[src/rtl/core/psu_pkg.sv]
package psu_pkg;

	localparam int QUEUE_DEPTH = 2;

	localparam logic [1:0] REG_SAMPLE_WIDTH  = 2'd0;
	localparam logic [1:0] REG_CHANNEL_COUNT = 2'd1;
	localparam logic [1:0] REG_TWO_BIT_HIGH  = 2'd2;
	localparam logic [1:0] REG_FOUR_BIT_STEP = 2'd3;

	localparam logic [1:0] WIDTH_1 = 2'd0;
	localparam logic [1:0] WIDTH_2 = 2'd1;
	localparam logic [1:0] WIDTH_4 = 2'd2;
	localparam logic [1:0] WIDTH_8 = 2'd3;

	localparam logic [1:0]  RESET_SAMPLE_WIDTH  = WIDTH_2;
	localparam logic [2:0]  RESET_CHANNEL_COUNT = 3'd0;
	localparam logic [14:0] RESET_TWO_BIT_HIGH  = 15'd13664;
	localparam logic [11:0] RESET_FOUR_BIT_STEP = 12'd1388;

	localparam logic signed [15:0] LEVEL_ONE = 16'sd4096;

	typedef struct packed {
		logic [7:0] payload;
		logic       blanked;
		logic [1:0] width_code;
		logic [3:0] chan_start;
		logic [3:0] chan_mask;
	} entry_t;

	function automatic logic [2:0] last_index(input logic [1:0] width_code);
		logic [2:0] idx;
		case (width_code)
			WIDTH_1: idx = 3'd7;
			WIDTH_2: idx = 3'd3;
			WIDTH_4: idx = 3'd1;
			default: idx = 3'd0;
		endcase
		return idx;
	endfunction

endpackage

[src/rtl/core/psu_front.sv]
module psu_front (
	input  logic                 clk,
	input  logic                 arst_n,
	input  logic                 accept,
	input  logic [7:0]           payload_byte,
	input  logic                 byte_blanked,
	input  logic [1:0]           width_code,
	input  logic [2:0]           chan_code,
	output psu_pkg::entry_t      entry
);

	logic [3:0] next_chan_q;
	logic [3:0] chan_mask;
	logic [3:0] chan_start;
	logic [3:0] sample_count;

	always_comb begin
		case (chan_code)
			3'd0:    chan_mask = 4'h0;
			3'd1:    chan_mask = 4'h1;
			3'd2:    chan_mask = 4'h3;
			3'd3:    chan_mask = 4'h7;
			default: chan_mask = 4'hF;
		endcase
	end

	assign chan_start   = next_chan_q & chan_mask;
	assign sample_count = {1'b0, psu_pkg::last_index(width_code)} + 4'd1;

	assign entry.payload    = payload_byte;
	assign entry.blanked    = byte_blanked;
	assign entry.width_code = width_code;
	assign entry.chan_start = chan_start;
	assign entry.chan_mask  = chan_mask;

	always_ff @(posedge clk or negedge arst_n) begin
		if (!arst_n) begin
			next_chan_q <= 4'd0;
		end else if (accept) begin
			next_chan_q <= (chan_start + sample_count) & chan_mask;
		end
	end

endmodule

[src/rtl/core/psu_queue.sv]
module psu_queue #(
	parameter int DEPTH = psu_pkg::QUEUE_DEPTH
) (
	input  logic            clk,
	input  logic            arst_n,
	input  logic            wr_en,
	input  psu_pkg::entry_t wr_data,
	output logic            full,
	input  logic            rd_en,
	output psu_pkg::entry_t rd_data,
	output logic            rd_valid
);

	localparam int AW = (DEPTH > 1) ? $clog2(DEPTH) : 1;
	localparam int CW = $clog2(DEPTH + 1);
	localparam logic [AW-1:0] LAST_PTR = AW'(DEPTH - 1);
	localparam logic [CW-1:0] FULL_COUNT = CW'(DEPTH);

	psu_pkg::entry_t mem_q [DEPTH];
	logic [AW-1:0] wr_ptr_q;
	logic [AW-1:0] rd_ptr_q;
	logic [CW-1:0] count_q;
	logic          do_wr;
	logic          do_rd;

	assign full     = (count_q == FULL_COUNT);
	assign rd_valid = (count_q != '0);
	assign rd_data  = mem_q[rd_ptr_q];
	assign do_wr    = wr_en && !full;
	assign do_rd    = rd_en && rd_valid;

	always_ff @(posedge clk) begin
		if (do_wr) begin
			mem_q[wr_ptr_q] <= wr_data;
		end
	end

	always_ff @(posedge clk or negedge arst_n) begin
		if (!arst_n) begin
			wr_ptr_q <= '0;
			rd_ptr_q <= '0;
			count_q  <= '0;
		end else begin
			if (do_wr) begin
				wr_ptr_q <= (wr_ptr_q == LAST_PTR) ? '0 : wr_ptr_q + 1'b1;
			end
			if (do_rd) begin
				rd_ptr_q <= (rd_ptr_q == LAST_PTR) ? '0 : rd_ptr_q + 1'b1;
			end
			if (do_wr && !do_rd) begin
				count_q <= count_q + 1'b1;
			end else if (do_rd && !do_wr) begin
				count_q <= count_q - 1'b1;
			end
		end
	end

	assert property (@(posedge clk) disable iff (!arst_n) count_q <= FULL_COUNT)
		else $error("Queue count exceeds its depth.");
	assert property (@(posedge clk) disable iff (!arst_n)
		(wr_en && full && !rd_en) |=> (count_q == FULL_COUNT))
		else $error("Queue took an item while full.");
	assert property (@(posedge clk) disable iff (!arst_n)
		(do_rd && !do_wr) |=> (count_q == $past(count_q) - 1'b1))
		else $error("Queue count did not drop on a read.");

endmodule

[src/rtl/core/psu_back.sv]
module psu_back (
	input  logic                clk,
	input  logic                arst_n,
	input  psu_pkg::entry_t     head,
	input  logic                head_valid,
	output logic                head_pop,
	input  logic [14:0]         two_bit_high_level,
	input  logic [11:0]         four_bit_step,
	input  logic                pop,
	output logic                empty,
	output logic [3:0]          channel_index,
	output logic signed [15:0]  sample_level,
	output logic                sample_valid,
	output logic                last_of_byte
);

	logic [2:0]         k_q;
	logic               out_valid_q;
	logic [3:0]         chan_q;
	logic signed [15:0] level_q;
	logic               valid_q;
	logic               last_q;

	logic               advance;
	logic [2:0]         last_k;
	logic               is_last;
	logic [2:0]         shift;
	logic [7:0]         code;
	logic signed [15:0] high_level;
	logic signed [16:0] four_bit_prod;
	logic signed [15:0] level;

	assign advance = head_valid && (!out_valid_q || pop);
	assign last_k  = psu_pkg::last_index(head.width_code);
	assign is_last = (k_q == last_k);
	assign head_pop = advance && is_last;
	assign shift   = k_q << head.width_code;
	assign code    = head.payload >> shift;

	assign high_level    = $signed({1'b0, two_bit_high_level});
	assign four_bit_prod = $signed({~code[3], code[2:0]}) * $signed({1'b0, four_bit_step});

	always_comb begin
		case (head.width_code)
			psu_pkg::WIDTH_1: begin
				level = code[0] ? psu_pkg::LEVEL_ONE : -psu_pkg::LEVEL_ONE;
			end
			psu_pkg::WIDTH_2: begin
				case (code[1:0])
					2'd0:    level = -high_level;
					2'd1:    level = psu_pkg::LEVEL_ONE;
					2'd2:    level = -psu_pkg::LEVEL_ONE;
					default: level = high_level;
				endcase
			end
			psu_pkg::WIDTH_4: begin
				level = four_bit_prod[15:0];
			end
			default: begin
				level = {{4{~code[7]}}, code[6:0], 1'b1, 4'b0000};
			end
		endcase
	end

	always_ff @(posedge clk or negedge arst_n) begin
		if (!arst_n) begin
			k_q         <= 3'd0;
			out_valid_q <= 1'b0;
		end else begin
			if (advance) begin
				k_q <= is_last ? 3'd0 : k_q + 3'd1;
			end
			if (advance) begin
				out_valid_q <= 1'b1;
			end else if (pop) begin
				out_valid_q <= 1'b0;
			end
		end
	end

	always_ff @(posedge clk) begin
		if (advance) begin
			chan_q  <= (head.chan_start + {1'b0, k_q}) & head.chan_mask;
			level_q <= head.blanked ? 16'sd0 : level;
			valid_q <= !head.blanked;
			last_q  <= is_last;
		end
	end

	assign empty         = !out_valid_q;
	assign channel_index = chan_q;
	assign sample_level  = level_q;
	assign sample_valid  = valid_q;
	assign last_of_byte  = last_q;

	assert property (@(posedge clk) disable iff (!arst_n) !head_valid |-> (k_q == 3'd0))
		else $error("Sample counter left nonzero with no byte pending.");
	assert property (@(posedge clk) disable iff (!arst_n) head_valid |-> (k_q <= last_k))
		else $error("Sample counter ran past the last sample of the byte.");
	assert property (@(posedge clk) disable iff (!arst_n) head_pop |=> last_q)
		else $error("Byte retired without its last sample marked.");
	assert property (@(posedge clk) disable iff (!arst_n)
		(out_valid_q && !valid_q) |-> (level_q == 16'sd0))
		else $error("Blanked sample carries a nonzero level.");

endmodule

[src/rtl/core/packed_sample_unpacker.sv]
// Unpacks one payload byte per item into 8, 4, 2 or 1 samples (1, 2, 4 or 8 bits each,
// lowest bits first), maps each to a signed Q3.12 level and deals them round-robin to
// the configured channels. The sample serializer in the back end emits one sample per
// cycle while pop keeps its output register free, and a short queue lets bytes be taken
// while it works. Blanked bytes still yield their full sample count with level zero and
// sample_valid low. The user must write registers through the APB port only while the
// block is idle; the block itself does not enforce this.
module packed_sample_unpacker #(
	parameter int QUEUE_DEPTH = psu_pkg::QUEUE_DEPTH
) (
	input  logic               clk,
	input  logic               arst_n,
	input  logic               psel,
	input  logic               penable,
	input  logic               pwrite,
	input  logic [3:0]         paddr,
	input  logic [31:0]        pwdata,
	output logic [31:0]        prdata,
	output logic               pready,
	input  logic               push,
	output logic               full,
	input  logic [7:0]         payload_byte,
	input  logic               byte_blanked,
	input  logic               pop,
	output logic               empty,
	output logic [3:0]         channel_index,
	output logic signed [15:0] sample_level,
	output logic               sample_valid,
	output logic               last_of_byte
);

	logic [1:0]  width_code_q;
	logic [2:0]  chan_code_q;
	logic [14:0] two_bit_high_q;
	logic [11:0] four_bit_step_q;

	logic [1:0]      reg_index;
	logic            cfg_write;
	logic            accept;
	psu_pkg::entry_t front_entry;
	psu_pkg::entry_t head;
	logic            head_valid;
	logic            head_pop;

	assign pready    = 1'b1;
	assign reg_index = paddr[3:2];
	assign cfg_write = psel && penable && pwrite;

	always_ff @(posedge clk or negedge arst_n) begin
		if (!arst_n) begin
			width_code_q    <= psu_pkg::RESET_SAMPLE_WIDTH;
			chan_code_q     <= psu_pkg::RESET_CHANNEL_COUNT;
			two_bit_high_q  <= psu_pkg::RESET_TWO_BIT_HIGH;
			four_bit_step_q <= psu_pkg::RESET_FOUR_BIT_STEP;
		end else if (cfg_write) begin
			case (reg_index)
				psu_pkg::REG_SAMPLE_WIDTH:  width_code_q    <= pwdata[1:0];
				psu_pkg::REG_CHANNEL_COUNT: chan_code_q     <= pwdata[2:0];
				psu_pkg::REG_TWO_BIT_HIGH:  two_bit_high_q  <= pwdata[14:0];
				psu_pkg::REG_FOUR_BIT_STEP: four_bit_step_q <= pwdata[11:0];
				default: ;
			endcase
		end
	end

	always_comb begin
		case (reg_index)
			psu_pkg::REG_SAMPLE_WIDTH:  prdata = {30'd0, width_code_q};
			psu_pkg::REG_CHANNEL_COUNT: prdata = {29'd0, chan_code_q};
			psu_pkg::REG_TWO_BIT_HIGH:  prdata = {17'd0, two_bit_high_q};
			psu_pkg::REG_FOUR_BIT_STEP: prdata = {20'd0, four_bit_step_q};
			default:                    prdata = 32'd0;
		endcase
	end

	assign accept = push && !full;

	psu_front u_front (
		.clk          (clk),
		.arst_n       (arst_n),
		.accept       (accept),
		.payload_byte (payload_byte),
		.byte_blanked (byte_blanked),
		.width_code   (width_code_q),
		.chan_code    (chan_code_q),
		.entry        (front_entry)
	);

	psu_queue #(
		.DEPTH (QUEUE_DEPTH)
	) u_queue (
		.clk      (clk),
		.arst_n   (arst_n),
		.wr_en    (push),
		.wr_data  (front_entry),
		.full     (full),
		.rd_en    (head_pop),
		.rd_data  (head),
		.rd_valid (head_valid)
	);

	psu_back u_back (
		.clk                (clk),
		.arst_n             (arst_n),
		.head               (head),
		.head_valid         (head_valid),
		.head_pop           (head_pop),
		.two_bit_high_level (two_bit_high_q),
		.four_bit_step      (four_bit_step_q),
		.pop                (pop),
		.empty              (empty),
		.channel_index      (channel_index),
		.sample_level       (sample_level),
		.sample_valid       (sample_valid),
		.last_of_byte       (last_of_byte)
	);

endmodule
[config.mk]
export PLATFORM = sky130hd
export DESIGN_NAME = packed_sample_unpacker
export DESIGN_NICKNAME = d
export VERILOG_FILES = /design/src/rtl/core/psu_pkg.sv /design/src/rtl/core/psu_front.sv /design/src/rtl/core/psu_queue.sv /design/src/rtl/core/psu_back.sv /design/src/rtl/core/packed_sample_unpacker.sv
export SDC_FILE = /design/constraint.sdc
export NUM_CORES = 1
export LEC_CHECK = 0
export ABC_AREA = 1
export CAP_MARGIN = 0
export CORE_UTILIZATION = 60
export CTS_BUF_LIST = sky130_fd_sc_hd__clkbuf_8
export DETAILED_ROUTE_END_ITERATION = 8
export DONT_BUFFER_PORTS = 1
export PLACE_DENSITY = 0.76
export SYNTH_ARGS = -nofsm -noshare
export SYNTH_HDL_FRONTEND = slang
export SYNTH_SLANG_ARGS = --single-unit
[constraint.sdc]
create_clock -name clk -period 5.9 [get_ports clk]
set_clock_uncertainty 0.15 [all_clocks]
set_input_delay 0.295 -clock clk [delete_from_list [all_inputs] [get_ports clk]]
set_output_delay 0.295 -clock clk [all_outputs]
set_load 0.05 [all_outputs]
==> impl_metrics.csv <==
group,metric,value,unit
status,status,"completed",
worst_setup_path,crit_slowest_cell,"fa_1",
global_routing,grt_pass1_vias,5735,
detailed_routing,vias,5793,
logic_synthesis,synth_area_per_cell,8.64,sq um
place,place_inst,953,
die,start_util,61.9,%
detailed_routing,drc_errors,0,
logic_synthesis,async_reset_ff_share,42.3,%
cells_and_area,ff_latch_area,2920,sq um
clock_network,clock-sinks,104,
detailed_routing,drtIter0Drc,548,
logic_synthesis,synth_edf_count,60,
die,num_rows,39,
logic_synthesis,yosys.cell_types.count,47,
worst_setup_path,critPathKind,"flip-flop to flip-flop",
die,die-area,12300,sq um
worst_setup_path,crit_arrival,5.52,ns
clock_network,cts_made_buffers,9,
cells_and_area,stdcell_count,998,
clock_network,cts_tree,"yes",
flow_run,max_cap_violations,0,
global_routing,grt_pass1_wl,27.7,mm
global_routing,antenna_found_initial,0,
timing,rsz0062_at_grt,"no",
clock_network,clk_pin_slew,0.10,ns
timing,drv_slew,0,
timing,max_freq,181,MHz
timing,fin_crit,5.53,ns
timing,worst_hold_slack,0.111,ns
place,place.gp.congestion,1.00,
timing,final.setup.tns,0,ns
worst_setup_path,cp_num_buf_inv,4,
global_routing,grtUsageTotal,28.6,%
global_routing,grt_start_max_net_pins,45,
timing,relSlewSlack,23.6,%
detailed_routing,routedWlPerCell,16.7,um
worst_setup_path,setup.worst_path.start_class,"flip-flop",
cells_and_area,syn2layout_area_growth,8.57,%
timing,hold_violations,0,
logic_synthesis,synth-seq-cells,104,
die,io_pins,109,
die,die_w,111,um
place,place.port_buffers,0,
die,core_region_area,11500,sq um
cells_and_area,nets,968,
worst_setup_path,path_cells,"buf_4 -> o21ai_0 -> inv_1 -> nand2_1 -> o21ai_1 -> o21ai_0 -> and2_4 -> nand2_1 -> fa_1 -> fa_1 -> fa_1 -> inv_1 -> ha_1 -> fa_1 -> nand2_1 -> inv_1 -> o21ai_0 -> nand2_1 -> a21oi_1 -> o21bai_1 -> o21ai_0 -> nand3_1 -> nand2_1 -> nand2_1",
worst_setup_path,crit_required,5.88,ns
detailed_routing,wirelength,16.6,mm
worst_setup_path,cp_top_family,"adder cells",
cells_and_area,fillCellCount,897,
clock_network,clock_latency,0.38,ns
logic_synthesis,seq_area_frac_synth,41.1,%
logic_synthesis,synth_area,7090,sq um
clock_network,clock_tree.root_cell,"clkbuf_8",
timing,max_slew.worst_pin.slew,1.17,ns
worst_setup_path,slowest_delay,0.54,ns
timing,setup_viol_count_final,0,
logic_synthesis,ys.flop_type,"edfxtp_1",
global_routing,gr-total-overflow,0,
logic_synthesis,yosys_warnings,0,
clock_network,clockBufferDepth,2,
worst_setup_path,path_max_fanout,19,
cells_and_area,n_antenna_cell,0,
cells_and_area,drive_gt1_share,10.5,%
clock_network,post_cts_buffers,0,
detailed_routing,vias_per_cell,5.80,
place,place_hpwl,12.6,mm
die,die_height,111,um
detailed_routing,ant_nets,0,
worst_setup_path,cp-end-kind,"flip-flop",
clock_network,cts_htree_levels,3,
worst_hold_path,holdCritPathClass,"input pin to flip-flop",
worst_setup_path,crit_top_cell,"nand2_1",
cells_and_area,multiInputGateArea,3580,sq um
logic_synthesis,syn_inst,821,
detailed_routing,dr.pass1.iters,5,
timing,finalCritPeriodShare,93.8,%
per-stage QoR:
| stage | setup slack, ns | cell area (sq um) | util [%] |
|---|---|---|---|
| final | 0.367 | 7700 | 67.2 |
| after CTS | 0.377 | 7700 | 67.2 |
| after detailed placement | 0.388 | 7160 | 62.5 |
| after global routing | 0.0738 | 7700 | 67.2 |
| after floorplan | 0.979 | 7150 | - |
| after global placement | 0.537 | 7160 | 62.5 |
worst register-to-register path: stages, from the launching register on:
cell      delay, ns
dfrtp_2        0.50
buf_4          0.24
o21ai_0        0.29
inv_1          0.08
nand2_1        0.08
o21ai_1        0.11
o21ai_0        0.18
and2_4         0.22
nand2_1        0.08
fa_1           0.50
fa_1           0.52
fa_1           0.54
inv_1          0.04
ha_1           0.22
fa_1           0.38
nand2_1        0.08
inv_1          0.05
o21ai_0        0.14
nand2_1        0.13
a21oi_1        0.23
o21bai_1       0.11
o21ai_0        0.19
nand3_1        0.10
nand2_1        0.08
nand2_1        0.05
cell type report:
| class | count | share of cell area [%] |
|---|---|---|
| Tap cell | 143 | 2.32 |
| Inverter | 113 | 5.57 |
| Clock inverter | 6 | 1.19 |
| Clock buffer | 10 | 1.79 |
| Sequential cell | 104 | 37.9 |
| Multi-Input combinational cell | 585 | 46.4 |
| Timing Repair Buffer | 37 | 4.78 |
cell usage in the layout (no fill, tap or decap), drive strengths merged, types with 4 or more instances in the layout:
master,count
buf,9
nor3,4
conb,18
nand2,173
o21ai,69
dlygate4sd3,28
nand3,57
clkbuf,10
inv,116
dfrtp,31
nor2,97
dfstp,13
o22ai,14
edfxtp,60
fa,23
a21oi,45
xor2,12
ha,43
Yosys cell counts (7+ instances only):
cell type    n  area share (%)
nand2_1    162             8.6
inv_1      105             5.6
nor2_1      80             4.2
edfxtp_1    60              25
o21ai_0     58             4.1
nand3_1     49             3.5
a21oi_1     44             3.1
ha_1        43             7.6
dfrtp_1     31              11
fa_1        23             6.5
buf_4       18             1.9
o22ai_1     14             1.2
dfstp_2     13             4.8
nor2_2      13             1.1
xor2_1      12             1.5
clkbuf_1    10            0.53
o21ai_1      9            0.63
inv_2        7            0.37
per-layer routing:
metal / routed length, um / vias up / track usage, %
met5: 0 / - / 0
met3: 1140 / 31 / 4.65
met1: 7280 / 2763 / 39.1
met4: 396 / 0 / 11.6
li1: - / 2729 / -
met2: 7820 / 270 / 45.9
sequential cells by signal, summed over array words and instances, names as in the netlist, 2 cells and up:
| register | cells |
|---|---|
| u_back.k_q | 3 |
| u_queue.count_q | 2 |
| u_front.next_chan_q | 4 |
| u_back.channel_index | 4 |
| two_bit_high_q | 15 |
| four_bit_step_q | 12 |
| u_queue.mem_q | 38 |
| u_back.sample_level | 16 |
| chan_code_q | 3 |
| width_code_q | 2 |
final timing paths:
kind	startpoint	end	slack (ns)	cells past startpoint
max	u_queue.rd_ptr_q$_DFFE_PN0P_	u_back.sample_level[13]$_SDFFCE_PP0P_	0.37	24
min	push	u_front.next_chan_q[0]$_DFFE_PN0P_	0.11	3
max reg2reg	u_queue.rd_ptr_q$_DFFE_PN0P_	u_back.sample_level[13]$_SDFFCE_PP0P_	0.37	24
min reg2reg	u_front.next_chan_q[3]$_DFFE_PN0P_	u_front.next_chan_q[3]$_DFFE_PN0P_	0.33	1
max in group asynchronous	arst_n	four_bit_step_q[8]$_DFFE_PN1P_	5.00	2
min in group asynchronous	arst_n	u_back.k_q[2]$_DFFE_PN0P_	0.32	2
kinds of logic (layout without fill, tap and decap cells):
| family | after synthesis | count (layout) | share of synthesized area [%] |
|---|---|---|---|
| simple gates | 340 | 340 | 21.9 |
| buf+inv | 148 | 166 | 9.33 |
| compound gates | 147 | 147 | 11.7 |
| flops | 104 | 104 | 41.1 |
| fa+ha+maj | 66 | 66 | 14.1 |
| xor+xnor | 13 | 13 | 1.60 |
| other cells | 2 | 18 | 0.106 |
| mux | 1 | 1 | 0.141 |
what timing repair did:
item                                    4_1_cts  5_1_grt
resized for setup                             0        1
hold endpoints to repair                     95        0
hold buffers                                 29        0
endpoints found under the setup margin        0        1
Power is left out: the tool's default activity adds up to more than one toggle a clock period on the data nets, which glitch-free logic cannot reach.
